===== src/hdl/rccs_pkg.sv =====
// ----------------------------------------------------------------------------
// rccs_pkg
// Shared types, constants and the bytewise CRC-32 update for the redundant
// copy checker.
// ----------------------------------------------------------------------------
package rccs_pkg;

  localparam int unsigned CRC_W     = 32;
  localparam int unsigned GEN_W     = 32;
  localparam int unsigned BYTE_W    = 8;
  localparam int unsigned IN_DATA_W = 80;
  localparam int unsigned OUT_DATA_W = 40;

  localparam logic [CRC_W-1:0] CRC_POLY     = 32'hEDB8_8320;
  localparam logic [CRC_W-1:0] CRC_ALL_ONES = 32'hFFFF_FFFF;

  // input item kinds on tuser
  localparam logic REQ_HEADER = 1'b0;
  localparam logic REQ_DATA   = 1'b1;

  typedef enum logic [1:0] {
    CMD_HEADER = 2'd0,
    CMD_DATA   = 2'd1,
    CMD_LAST   = 2'd2
  } cmd_kind_t;

  typedef struct packed {
    cmd_kind_t         kind;
    logic              copy;
    logic [CRC_W-1:0]  crc;
    logic [GEN_W-1:0]  gen;
    logic [BYTE_W-1:0] data;
  } cmd_t;

  // reflected crc-32, one byte, lsb first
  function automatic logic [CRC_W-1:0] crc_byte(input logic [CRC_W-1:0] crc,
                                                input logic [BYTE_W-1:0] data);
    logic [CRC_W-1:0] c;
    c = crc ^ {{(CRC_W-BYTE_W){1'b0}}, data};
    for (int i = 0; i < BYTE_W; i++) begin
      if (c[0]) begin
        c = (c >> 1) ^ CRC_POLY;
      end else begin
        c = c >> 1;
      end
    end
    return c;
  endfunction

endpackage


===== src/hdl/rccs_front.sv =====
// ----------------------------------------------------------------------------
// rccs_front
// Accepts input transactions, classifies them into header, data and last
// data commands, and queues them for the back end.
// ----------------------------------------------------------------------------
module rccs_front #(
  parameter int unsigned QUEUE_DEPTH = 4
) (
  input  logic                              clk,
  input  logic                              rst_n,
  input  logic                              in_tvalid,
  output logic                              in_tready,
  input  logic [rccs_pkg::IN_DATA_W-1:0]    in_tdata,
  input  logic                              in_tuser,
  input  logic                              in_tlast,
  output logic                              cmd_valid,
  input  logic                              cmd_pop,
  output rccs_pkg::cmd_t                    cmd
);
  import rccs_pkg::*;

  localparam int unsigned PTR_W = (QUEUE_DEPTH > 1) ? $clog2(QUEUE_DEPTH) : 1;
  localparam int unsigned CNT_W = $clog2(QUEUE_DEPTH + 1);
  localparam logic [PTR_W-1:0] PTR_LAST = PTR_W'(QUEUE_DEPTH - 1);
  localparam logic [CNT_W-1:0] CNT_FULL = CNT_W'(QUEUE_DEPTH);

  cmd_t             queue_r [QUEUE_DEPTH];
  logic [PTR_W-1:0] wr_ptr_r, wr_ptr_nxt;
  logic [PTR_W-1:0] rd_ptr_r, rd_ptr_nxt;
  logic [CNT_W-1:0] count_r, count_nxt;
  cmd_t             in_cmd;
  logic             push;

  always_comb begin
    in_cmd.copy = in_tdata[0];
    in_cmd.crc  = in_tdata[32:1];
    in_cmd.gen  = in_tdata[64:33];
    in_cmd.data = in_tdata[72:65];
    unique case (in_tuser)
      REQ_HEADER: in_cmd.kind = CMD_HEADER;
      REQ_DATA:   in_cmd.kind = in_tlast ? CMD_LAST : CMD_DATA;
      default:    in_cmd.kind = CMD_HEADER;
    endcase
  end

  assign in_tready = (count_r != CNT_FULL);
  assign push      = in_tvalid && in_tready;
  assign cmd_valid = (count_r != '0);
  assign cmd       = queue_r[rd_ptr_r];

  always_comb begin
    wr_ptr_nxt = wr_ptr_r;
    rd_ptr_nxt = rd_ptr_r;
    count_nxt  = count_r;
    if (push) begin
      wr_ptr_nxt = (wr_ptr_r == PTR_LAST) ? '0 : wr_ptr_r + 1'b1;
    end
    if (cmd_pop) begin
      rd_ptr_nxt = (rd_ptr_r == PTR_LAST) ? '0 : rd_ptr_r + 1'b1;
    end
    if (push && !cmd_pop) begin
      count_nxt = count_r + 1'b1;
    end else if (cmd_pop && !push) begin
      count_nxt = count_r - 1'b1;
    end
  end

  always_ff @(posedge clk) begin
    if (!rst_n) begin
      wr_ptr_r <= '0;
      rd_ptr_r <= '0;
      count_r  <= '0;
    end else begin
      wr_ptr_r <= wr_ptr_nxt;
      rd_ptr_r <= rd_ptr_nxt;
      count_r  <= count_nxt;
    end
  end

  always_ff @(posedge clk) begin
    if (push) begin
      queue_r[wr_ptr_r] <= in_cmd;
    end
  end

endmodule


===== src/hdl/rccs_back.sv =====
// ----------------------------------------------------------------------------
// rccs_back
// Executes queued commands against the per-copy CRC state and drives the
// registered result channel, including the choice between the two copies.
// ----------------------------------------------------------------------------
module rccs_back (
  input  logic                              clk,
  input  logic                              rst_n,
  input  logic                              cmd_valid,
  output logic                              cmd_pop,
  input  rccs_pkg::cmd_t                    cmd,
  output logic                              out_tvalid,
  input  logic                              out_tready,
  output logic [rccs_pkg::OUT_DATA_W-1:0]   out_tdata  // done_copy, computed_crc,
                                                       // crc_match, decision_ready,
                                                       // chosen_copy, none_valid, pad
);
  import rccs_pkg::*;

  logic [CRC_W-1:0] running_crc_r [2];
  logic [CRC_W-1:0] expected_crc_r [2];
  logic [GEN_W-1:0] copy_gen_r [2];
  logic [1:0]       checked_r, checked_nxt;
  logic [1:0]       valid_r, valid_nxt;

  logic                  out_valid_r, out_valid_nxt;
  logic [OUT_DATA_W-1:0] out_data_r;

  logic [CRC_W-1:0] crc_upd;
  logic [CRC_W-1:0] computed;
  logic             match;
  logic             ready;
  logic             chosen;
  logic             none;
  logic             is_last;

  assign is_last = (cmd.kind == CMD_LAST);
  // a result needs the output slot, other commands never wait
  assign cmd_pop = cmd_valid && (!is_last || !out_valid_r || out_tready);

  assign crc_upd  = crc_byte(running_crc_r[cmd.copy], cmd.data);
  assign computed = ~crc_upd;
  assign match    = (computed == expected_crc_r[cmd.copy]);

  always_comb begin
    checked_nxt = checked_r;
    valid_nxt   = valid_r;
    if (cmd_pop) begin
      unique case (cmd.kind)
        CMD_HEADER: begin
          checked_nxt[cmd.copy] = 1'b0;
          valid_nxt[cmd.copy]   = 1'b0;
        end
        CMD_LAST: begin
          checked_nxt[cmd.copy] = 1'b1;
          valid_nxt[cmd.copy]   = match;
        end
        default: ;
      endcase
    end
  end

  always_comb begin
    ready  = checked_nxt[0] && checked_nxt[1];
    chosen = 1'b0;
    none   = 1'b0;
    if (ready) begin
      unique case (valid_nxt)
        2'b01:   chosen = 1'b0;
        2'b10:   chosen = 1'b1;
        2'b00:   none = 1'b1;
        default: chosen = (copy_gen_r[1] > copy_gen_r[0]);
      endcase
    end
  end

  always_comb begin
    out_valid_nxt = out_valid_r;
    if (cmd_pop && is_last) begin
      out_valid_nxt = 1'b1;
    end else if (out_tready) begin
      out_valid_nxt = 1'b0;
    end
  end

  always_ff @(posedge clk) begin
    if (!rst_n) begin
      for (int i = 0; i < 2; i++) begin
        running_crc_r[i]  <= CRC_ALL_ONES;
        expected_crc_r[i] <= '0;
        copy_gen_r[i]     <= '0;
      end
      checked_r   <= '0;
      valid_r     <= '0;
      out_valid_r <= 1'b0;
    end else begin
      checked_r   <= checked_nxt;
      valid_r     <= valid_nxt;
      out_valid_r <= out_valid_nxt;
      if (cmd_pop) begin
        unique case (cmd.kind)
          CMD_HEADER: begin
            running_crc_r[cmd.copy]  <= CRC_ALL_ONES;
            expected_crc_r[cmd.copy] <= cmd.crc;
            copy_gen_r[cmd.copy]     <= cmd.gen;
          end
          CMD_DATA: running_crc_r[cmd.copy] <= crc_upd;
          CMD_LAST: running_crc_r[cmd.copy] <= CRC_ALL_ONES;
          default: ;
        endcase
      end
    end
  end

  always_ff @(posedge clk) begin
    if (cmd_pop && is_last) begin
      out_data_r <= {3'b000, none, chosen, ready, match, computed, cmd.copy};
    end
  end

  assign out_tvalid = out_valid_r;
  assign out_tdata  = out_data_r;

endmodule


===== src/hdl/redundant_copy_crc_selector.sv =====
// ----------------------------------------------------------------------------
// redundant_copy_crc_selector
// Checks two redundant copies of a stored record by CRC-32 and picks one.
// ----------------------------------------------------------------------------
// Each copy is sent as a header transaction (tuser 0) carrying its stored CRC
// and generation, followed by payload bytes (tuser 1), the final byte marked
// with tlast. The block runs a reflected CRC-32 per copy and, on the last
// byte only, returns one result transaction with the copy index, computed
// CRC, match flag and, once both copies are checked, the chosen copy (one
// valid copy wins; two valid copies go by the higher generation, copy 0 on a
// tie) or a none-valid flag. One input transaction is taken every cycle while
// the front queue of QUEUE_DEPTH entries has room; that queue absorbs output
// stalls, and the bytewise CRC update in the back end forms the feedback
// loop through the running CRC register. A result passes through the queue
// and the registered output slot after its last byte is accepted.
module redundant_copy_crc_selector #(
  parameter int unsigned QUEUE_DEPTH = 4
) (
  input  logic                              clk,
  input  logic                              rst_n,
  input  logic                              in_tvalid,
  output logic                              in_tready,
  input  logic [rccs_pkg::IN_DATA_W-1:0]    in_tdata,   // copy_index, stored_crc,
                                                        // generation_flags, data_byte, pad
  input  logic                              in_tuser,   // req_type
  input  logic                              in_tlast,   // last_byte
  output logic                              out_tvalid,
  input  logic                              out_tready,
  output logic [rccs_pkg::OUT_DATA_W-1:0]   out_tdata   // done_copy, computed_crc,
                                                        // crc_match, decision_ready,
                                                        // chosen_copy, none_valid, pad
);
  import rccs_pkg::*;

  logic cmd_valid;
  logic cmd_pop;
  cmd_t cmd;

  rccs_front #(
    .QUEUE_DEPTH(QUEUE_DEPTH)
  ) u_front (
    .clk       (clk),
    .rst_n     (rst_n),
    .in_tvalid (in_tvalid),
    .in_tready (in_tready),
    .in_tdata  (in_tdata),
    .in_tuser  (in_tuser),
    .in_tlast  (in_tlast),
    .cmd_valid (cmd_valid),
    .cmd_pop   (cmd_pop),
    .cmd       (cmd)
  );

  rccs_back u_back (
    .clk        (clk),
    .rst_n      (rst_n),
    .cmd_valid  (cmd_valid),
    .cmd_pop    (cmd_pop),
    .cmd        (cmd),
    .out_tvalid (out_tvalid),
    .out_tready (out_tready),
    .out_tdata  (out_tdata)
  );

endmodule

===== config.mk =====
export PLATFORM = sky130hd
export DESIGN_NAME = redundant_copy_crc_selector
export DESIGN_NICKNAME = d
export VERILOG_FILES = /design/src/hdl/rccs_pkg.sv /design/src/hdl/rccs_front.sv /design/src/hdl/rccs_back.sv /design/src/hdl/redundant_copy_crc_selector.sv
export SDC_FILE = /design/constraint.sdc
export NUM_CORES = 1
export LEC_CHECK = 0
export BUFFER_PORTS_ARGS = -buffer_cell sky130_fd_sc_hd__buf_2
export CORE_MARGIN = 2
export CORE_UTILIZATION = 61
export DETAILED_ROUTE_END_ITERATION = 8
export PLACE_DENSITY = 0.81
export SETUP_SLACK_MARGIN = 0.1
export SYNTH_ARGS = -nofsm -noshare
export SYNTH_HDL_FRONTEND = slang
export SYNTH_SLANG_ARGS = --single-unit
export TNS_END_PERCENT = 5

===== constraint.sdc =====
create_clock -name clk -period 8.2 [get_ports clk]
set_input_delay 0.82 -clock clk [delete_from_list [all_inputs] [get_ports clk]]
set_output_delay 0.82 -clock clk [all_outputs]
set_load 0.05 [all_outputs]

======== Yosys cells after proc, flatten, opt, wreduce, memory -nomap -nowiden ========
Memories as Yosys holds them, arrays and structs flattened. A register that Yosys moved wholly into a read port is not among the register bits.
Cells that the tools add are included.
storage, ports and cells
  flip-flop bits (word level) ............. 49
  bits in writable memories ............... 492
  bits of input ports ..................... 86
  output and inout bits ................... 42
  word-level logic and storage cells ...... 119
  memories ................................ 4
operators by class
  add/subtract/negate cells ............... 4
  $lt $le $gt $ge ......................... 3
  equality and inequality tests ........... 8
  muxes and demuxes ....................... 53
  bitwise logic cells ..................... 17
  reductions and logical operators ........ 22
memory list
  memory                 depth  width  read ports  clocked after Yosys merged registers in  write ports  line              text
  u_front.queue_r        4      75     1           1                                        1            rccs_front.sv:27  cmd_t queue_r [QUEUE_DEPTH];
  u_back.copy_gen_r      2      32     2           0                                        2            rccs_back.sv:22   logic [GEN_W-1:0] copy_gen_r [2];
  u_back.expected_crc_r  2      32     1           0                                        2            rccs_back.sv:21   logic [CRC_W-1:0] expected_crc_r [2];
  u_back.running_crc_r   2      32     1           0                                        2            rccs_back.sv:20   logic [CRC_W-1:0] running_crc_r [2];
operators with widths
  cell                                                                    number
  32-bit two-way mux                                                      13
  13-bit inverter with 14-bit output                                      8
  32-bit OR reduction                                                     3
  32-bit equality test                                                    1
  32-bit > comparator                                                     1
  32-bit inverter                                                         1
  32-bit by 8-bit XOR with 32-bit output                                  1
  1-bit two-way mux                                                       25
  2-bit two-way mux                                                       7
  2-bit case mux with 2 select lines                                      3
  2-bit equality test (second input constant)                             4
  1-bit logical AND                                                       7
  3-bit two-way mux                                                       2
  2-bit by 1-bit adder with 2-bit output (second input constant)          2
  2-bit AND                                                               2
  2-bit by 1-bit equality test with 1-bit output (second input constant)  2
  1-bit zero test                                                         4
  2-bit zero test                                                         2
  2-bit nonzero test                                                      2
  3-bit by 1-bit adder with 3-bit output (second input constant)          1
  3-bit != test (second input constant)                                   1
  3-bit nonzero test                                                      1
  3-bit by 1-bit subtractor with 3-bit output (second input constant)     1
  2-bit bitwise mux                                                       1
  other kinds (10)                                                        12

======== Logic depth before layout (Yosys ltp) ========
Gate-level depths: netlist (run 1).
An unclocked memory read counts as a cell.
  word-level depth ........................ 26
  depth in mapped cells ................... 16
  mapped depth without buffers ............ 14

======== Cells and area by module ========
From an unflattened synthesis (run 1), not the netlist that was laid out.
unflattened totals
  cell total of the unflattened synthesis .. 1310
  area, all modules ....................... 23118.4 um2
by module, submodules not included
  module      times used  cells an instance  area each (um2)  sequential area each (um2)
  rccs_back   1           868                11805.1          6976.7
  rccs_front  1           442                11313.4          9188.8

======== Least setup slack after synthesis (run 1) ========
Ideal clock, no wire load.
  kind .................................... register -> register
  start ................................... register with a tool-made name
  end ..................................... memory u_back.copy_gen_r[1][0] (enable)
  library setup time ...................... 0.577 ns
  data arrival time ....................... 6.878 ns
  required time ........................... 7.623 ns
  path slack .............................. 0.745 ns
  stages on the path, launching flop included .. 12
  path buffers ............................ 6
  clock period less this slack ............ 7.455 ns
  path through ............................ dfxtp_1 -> buf_6 -> mux2i_1 -> mux2_4 -> inv_8 -> buf_6 -> buf_2 -> buf_2 -> buf_2 -> buf_2 -> nand2b_1 -> o21ai_0
RTL lines
  item       line
  to (decl)  rccs_back.sv:22

==> results of run 1 <==
-- cells in the mapped netlist (6+ instances only) --
| library cell | instances |
|---|---|
| ha_1 | 38 |
| buf_1 | 8 |
| nor2b_1 | 14 |
| o21ai_0 | 18 |
| mux4_2 | 72 |
| nand2b_1 | 7 |
| and2_1 | 133 |
| dfxtp_1 | 14 |
| xnor2_2 | 9 |
| nor3_1 | 7 |
| a21oi_1 | 20 |
| edfxtp_1 | 529 |
| nand4_1 | 8 |
| xnor2_1 | 87 |
| inv_1 | 39 |
| clkbuf_1 | 31 |
| and3_1 | 8 |
| nor2_1 | 24 |
| buf_2 | 6 |
| xnor3_1 | 6 |
| nand2_1 | 81 |
| o21a_1 | 7 |
| a21o_1 | 11 |
| xor2_1 | 32 |
| mux2i_1 | 55 |
-- sequential cells by signal (all words and copies together), names as in the netlist, named ones only --
name,cells
u_back.valid_r,2
u_front.rd_ptr_r,2
u_front.queue_r,300
u_front.count_r,3
u_back.expected_crc_r,64
u_back.running_crc_r,64
u_back.out_tdata,37
u_back.out_tvalid,1
u_front.wr_ptr_r,2
u_back.copy_gen_r,64
u_back.checked_r,2
-- worst max-delay path by stage --
stage / start / to / slack, ns
2_1_floorplan: flop / u_back.copy_gen_r[1][0]$_SDFFCE_PN0P_ / 0.75
3_3_place_gp: flop / u_back.out_tdata[35]$_SDFFCE_PN0P_ / 2.89
3_5_place_dp: flop / u_back.out_tdata[35]$_SDFFCE_PN0P_ / 2.86
4_1_cts: flop / u_back.out_tdata[35]$_SDFFCE_PN0P_ / 2.84
5_1_grt: flop / u_back.expected_crc_r[0][1]$_SDFFCE_PN0P_ / 2.50
6_report: flop / u_back.out_tdata[35]$_SDFFCE_PN0P_ / 2.87
-- power by group --
part | internal, W | switching, W | total, W
Sequential | 0.00371 | 0.000197 | 0.00391
Clock | 0.00140 | 0.000973 | 0.00237
Combinational | 0.00167 | 0.00267 | 0.00434
-- per-layer routing --
metal / part of all wire, % / GRT usage (%)
met1: 41 / 29.2
met2: 51 / 38.2
met3: 5.3 / 4.36
met4: 3.1 / 8.30
met5: 0.14 / 0
-- through the flow --
stage                     power (W)  cells  hold WS [ns]  util (%)  area (um^2)
after floorplan             0.00719   1324         0.439         -        23000
after global placement      0.00818   1915         0.456      64.7        24200
after detailed placement    0.00827   1915         0.465      64.7        24200
after CTS                    0.0107   2010         0.420      69.2        25900
after global routing         0.0111   2010         0.435      69.2        25900
final                        0.0106   2013         0.450      69.3        25900
-- cell families after synthesis --
group           share of synthesized area [%]
compound gates                           1.89
xor+xnor                                 6.93
fa+ha+maj                                2.15
buf+inv                                  1.71
flops                                    70.2
mux                                      10.1
other cells                            0.0163
simple gates                             6.98
-- area by class of cell --
type | instances | area [um^2] | share of cell area [%]
Inverter | 41 | 161 | 0.623
Multi-Input combinational cell | 689 | 6530 | 25.2
Timing Repair Buffer | 131 | 691 | 2.67
Clock buffer | 69 | 1420 | 5.47
Sequential cell | 543 | 16200 | 62.4
Clock inverter | 26 | 285 | 1.10
Antenna cell | 3 | 7.51 | 0.0290
Tap cell | 511 | 639 | 2.47
-- worst max-delay path, stage by stage, from the launching register on --
cell and delay (ns):
dfxtp_4 0.91, mux2_4 0.48, inv_8 0.48, mux2i_1 0.46
xnor2_4 0.24, xor2_2 0.41, xnor3_1 0.48, xor2_1 0.42
o2111ai_1 0.25, nor4_4 0.55, a22o_1 0.25, a22oi_1 0.08
==> results.toml, run 1 <==
[synth]
asyncSetResetFlopFracSynth_pct = 0
postSynthRegisterBits = 543
ys_seq_area_share_pct = 70.2
post_synth_num_cell_types = 57
syn_avg_cell_area_um2 = 17.4
synthesis.instances = 1322
synth_enable_flop_cells = 529
postSynth.topFlopCell = "edfxtp_1"
synth.yosys.warnings = 0
netlist_top_cells_area = "edfxtp_1 69%, mux4_2 7.0%, and2_1 3.6%"
mappedNetlistArea_um2 = 23000
post-synth-top-area-fraction_pct = 69.0
synthDominantAreaCellType = "edfxtp_1"

[layout]
num-fill-cells = 2324
mostFrequentLayoutCells = "529 x edfxtp_1, 133 x and2_1, 117 x buf_2"
nNetsFinal = 1584
mostFrequentLayoutCell = "edfxtp_1"
area.growth.synth_to_final_pct = 12.6
final_layout_size_suffix_gt1_share_pct = 21.6

[clock_tree]
postCtsSetupBuffers = 0
clock_latency_ns = 0.58
cts.sink_count = 543
tritoncts = "yes"
clock_transition_at_path_regs_ns = 0.06
cts_inserted_buffers = 53
cts_max_path_buffers = 3
hold_bufs_inserted_after_cts = 0
cts-htree-levels = 2
ctsResizeCount = 0
cts-root-buf = "clkbuf_16"

[detailed_routing]
drt-pass1-iter-count = 5
drt-vias-per-instance = 5.59
avgRoutedWirePerCell_um = 20.8
finalWirelength_um = 42000
drtIter0Drc = 734
ant_nets = 0
remaining_drc_errors = 0
detailroute.via_count = 11300

[power_and_ir_drop]
static-leakage-power_nw = 8.91
power.density_cell_area_nw_per_um2 = 410
max-vdd-ir-drop_mv = 0.354

[worst_setup_path]
crit_arrival_ns = 5.62
timing.reg2reg.worst_path_depth = 11
timing.critical_path.required_ns = 8.48
startpoint_type = "flop"
largest_fanout_on_the_critical_path = 70
ws_path_type = "flop to flop"
r2r_end = "u_back.out_tdata[35]$_SDFFCE_PN0P_"
cp-end-kind = "flop"
timing.reg2reg.setup_slack_ns = 2.87

[floorplanning]
die-area_um2 = 39300
dieHeight_um = 198
starting_utilization_of_the_core_area_pct = 61.5
top_level_ports = 128
placement_rows = 71
chipWidth_um = 198
placeable_core_region_um2 = 37400

[timing]
setup-violations-final = 0
final_max_slew_viol_count = 0
timing_worst_slew_pin_value_ns = 1.19
final.setup.tns_ns = 0
grt_setup_unrepaired = "no"
fmaxAchievable_ghz = 0.187
worst_clock_skew_ns = 0.0190
slew_headroom_pct = 20.6
postLayoutSetupSlackWorst_ns = 2.87
hold_viol = 0
fin_crit_sh_pct = 65.0
min_period_ns = 5.33

[worst_hold_path]
min_path_type = "primary input to flop"
worst_hold_startpoint = "in_tdata[35]"
whs_path_depth = 1
min_delay_worst_endpoint = "u_front.queue_r[1][10]$_DFFE_PP_"

[global_routing]
antenna_violations_before_repair = 8
grt_max_degree = 71
global_route_usage_over_all_layers_pct = 22.5
grt_pass1_wl_um = 65800
first_global_vias = 11800
grt-ovfl-total = 0

[placed_design]
gp_congestion = 0.845
dpl.hpwl_um = 25800
placement.setup.worst_slack_ns = 2.86
portBuffers = 117

[status]
outcome = "finished, final reports clean"

[job]
cap_violations = 0
Power figures use the tool's default switching activity.
==> run 2: changes to the inputs <==
--- a/config.mk
+++ b/config.mk
@@ -5,11 +5,12 @@
 export SDC_FILE = /design/constraint.sdc
 export NUM_CORES = 1
 export LEC_CHECK = 0
+export ABC_AREA = 1
 export BUFFER_PORTS_ARGS = -buffer_cell sky130_fd_sc_hd__buf_2
 export CORE_MARGIN = 2
-export CORE_UTILIZATION = 61
+export CORE_UTILIZATION = 55
 export DETAILED_ROUTE_END_ITERATION = 8
-export PLACE_DENSITY = 0.81
+export PLACE_DENSITY = 0.77
 export SETUP_SLACK_MARGIN = 0.1
 export SYNTH_ARGS = -nofsm -noshare
 export SYNTH_HDL_FRONTEND = slang
==> constraint.sdc (replaced) <==
create_clock -name clk -period 4.3 [get_ports clk]
set_input_delay 0.43 -clock clk [delete_from_list [all_inputs] [get_ports clk]]
set_output_delay 0.43 -clock clk [all_outputs]
set_load 0.05 [all_outputs]
==> results.toml, run 2 <==
[power_and_ir_drop]
static-leakage-power_nw = 10.9
power.density_cell_area_nw_per_um2 = 783
max-vdd-ir-drop_mv = 0.466

[floorplanning]
placement_rows = 76
starting_utilization_of_the_core_area_pct = 55.7
top_level_ports = 128
placeable_core_region_um2 = 43100
chipWidth_um = 213
die-area_um2 = 45300
dieHeight_um = 213

[worst_setup_path]
ws_path_type = "flop to flop"
critPathMostFrequentCell = "nand2_1"
crit_path_cell_trace = "inv_4 -> nand2_2 -> nand3_4 -> nand2_8 -> nand2_1 -> nand3_1 -> nand2_1 -> nand2_1 -> nand2_1 -> nand2_1 -> nand2_1 -> nand2_1 -> nand2_1 -> nand2_1 -> nand2_1 -> nor2_1 -> nand3_1 -> nor2_2 -> nand4_1 -> a21oi_1 -> nor2_1"
largest_fanout_on_the_critical_path = 38
timing.critical_path.required_ns = 4.65
cp-end-kind = "flop"
timing.reg2reg.setup_slack_ns = 0.41
startpoint_type = "flop"
crit_path_max_incr_delay_ns = 0.58
crit_slowest_cell = "dfxtp_4"
crit_arrival_ns = 4.24

[timing]
slew_headroom_pct = 27.2
fmaxAchievable_ghz = 0.257
min_period_ns = 3.89
final_max_slew_viol_count = 0
hold_viol = 0
final.hold.worst_slack_ns = 0.0233
setup-violations-final = 0
timing_worst_slew_pin_value_ns = 1.09
fin_crit_sh_pct = 90.4
grt_setup_unrepaired = "no"
worst_clock_skew_ns = 0.0276
final.setup.tns_ns = 0

[synth]
post_synth_num_cell_types = 40
mappedNetlistArea_um2 = 24000
synthesis.instances = 2193
yosysMostFrequentCell = "nand2_1"
synth_enable_flop_cells = 529
postSynth.topFlopCell = "edfxtp_1"
ys_seq_area_share_pct = 67.3
syn_avg_cell_area_um2 = 10.9
postSynthRegisterBits = 543
most_used_standard_cells_in_the_synthesized_netlist = "697 x nand2_1, 529 x edfxtp_1, 199 x nor2_1"
synth.yosys.warnings = 0
post-synth-top-area-fraction_pct = 66.2
asyncSetResetFlopFracSynth_pct = 0
netlist_top_cells_area = "edfxtp_1 66%, nand2_1 11%, nor2_1 3.1%"
synthDominantAreaCellType = "edfxtp_1"

[layout]
regArea_um2 = 16200
multi_input_gate_area_in_the_final_layout_um2 = 6800
final_layout_size_suffix_gt1_share_pct = 12.6
final_util_pct = 63.0
nNetsFinal = 2445
mostFrequentLayoutCell = "nand2_1"
mostFrequentLayoutCells = "695 x nand2_1, 529 x edfxtp_1, 195 x nor2_1"
antenna_diode_count = 0
area.growth.synth_to_final_pct = 13.1
largest_reg_flops = 300
num-fill-cells = 3273
layoutNonFillerInstCount = 2950
largest_register = "u_front.queue_r"

[status]
outcome = "finished, final reports clean"

[placed_design]
portBuffers = 117
dpl.hpwl_um = 33000
gp_congestion = 0.920
placed_cells = 2832

[clock_tree]
cts_max_path_buffers = 3
postCtsSetupBuffers = 0
cts_inserted_buffers = 54
cts.sink_count = 543
cts-root-buf = "clkbuf_16"
cts-htree-levels = 2
clock_transition_at_path_regs_ns = 0.06
clock_latency_ns = 0.62
tritoncts = "yes"

[global_routing]
first_global_vias = 15700
grt_max_degree = 97
grt_pass1_wl_um = 81900
antenna_violations_before_repair = 6
global_route_usage_over_all_layers_pct = 23.5
grt-ovfl-total = 0

[detailed_routing]
drt-vias-per-instance = 5.50
avgRoutedWirePerCell_um = 17.8
finalWirelength_um = 52400
drtIter0Drc = 1357
remaining_drc_errors = 0
detailroute.via_count = 16200
ant_nets = 0
drt-pass1-iter-count = 6

[job]
cap_violations = 0

[worst_hold_path]
min_path_type = "primary input to flop"
[run 2: where the power goes]
part           leakage, nW  total, W  internal (W)  switching [W]
combinational         5.06   0.00955       0.00261        0.00695
clock                0.847   0.00457       0.00259        0.00197
sequential            4.98   0.00713       0.00689       0.000233
total                 10.9    0.0212        0.0121        0.00915
[run 2: what timing repair did]
item,in CTS,in global routing
setup endpoints to repair,0,2
resized for setup,0,1
hold endpoints to repair,63,0
hold buffers,17,0
[run 2: path summary, 6_finish.rpt]
| kind | from | to | cells past startpoint |
|---|---|---|---|
| worst max-delay path | flop | u_back.out_tdata[35]$_SDFFCE_PN0P_ | 21 |
| worst min-delay path | in_tdata[64] | u_front.queue_r[3][39]$_DFFE_PP_ | 1 |
| worst max register to register | flop | u_back.out_tdata[35]$_SDFFCE_PN0P_ | 21 |
| worst min register to register | u_back.valid_r[1]$_SDFF_PN0_ | u_back.valid_r[1]$_SDFF_PN0_ | 2 |
[run 2: final cells by class]
cell class	instances	share of cell area, %
tap	585	2.70
clock buffer	65	5.21
sequential	543	59.5
multi-input combinational	1388	25.0
clock inverter	36	1.20
inverter	163	2.27
timing repair buffer	170	4.05
[run 2: kinds of logic after synthesis]
group                    count (synthesis)  synth area share [%]
XOR/XNOR                                 5                 0.182
AND/OR/NAND/NOR                       1097                  18.9
buffers and inverters                  264                  4.61
AO/OA/AOI/OAI                          230                  6.30
multiplexers                            14                 0.584
flip-flops                             543                  67.3
other                                    1                0.0156
adder cells (fa/ha/maj)                 39                  2.06
[run 2: metal layers]
layer	global-route usage (%)	vias up	wire, um	share of wire, %
li1	-	7788	-	-
met1	30.4	7756	21700	41
met2	40.7	539	25700	49
met3	3.72	116	3430	6.6
met4	7.91	12	1440	2.7
met5	0	-	72	0.14
[run 2: critical path: cells and delay by family, from the launching register on]
family | cells | cell delay (ns)
flops | 1 | 0.58
buf+inv | 1 | 0.10
simple gates | 19 | 2.75
compound gates | 1 | 0.16
[run 2: metrics by stage]
| step | instance area, um^2 | power (W) | setup slack, ns |
|---|---|---|---|
| after floorplan | 24000 | 0.0141 | -0.509 |
| after global routing | 27200 | 0.0226 | 0.119 |
| final | 27200 | 0.0212 | 0.415 |
| after detailed placement | 25200 | 0.0167 | 0.374 |
| after CTS | 27100 | 0.0213 | 0.355 |
| after global placement | 25200 | 0.0164 | 0.442 |
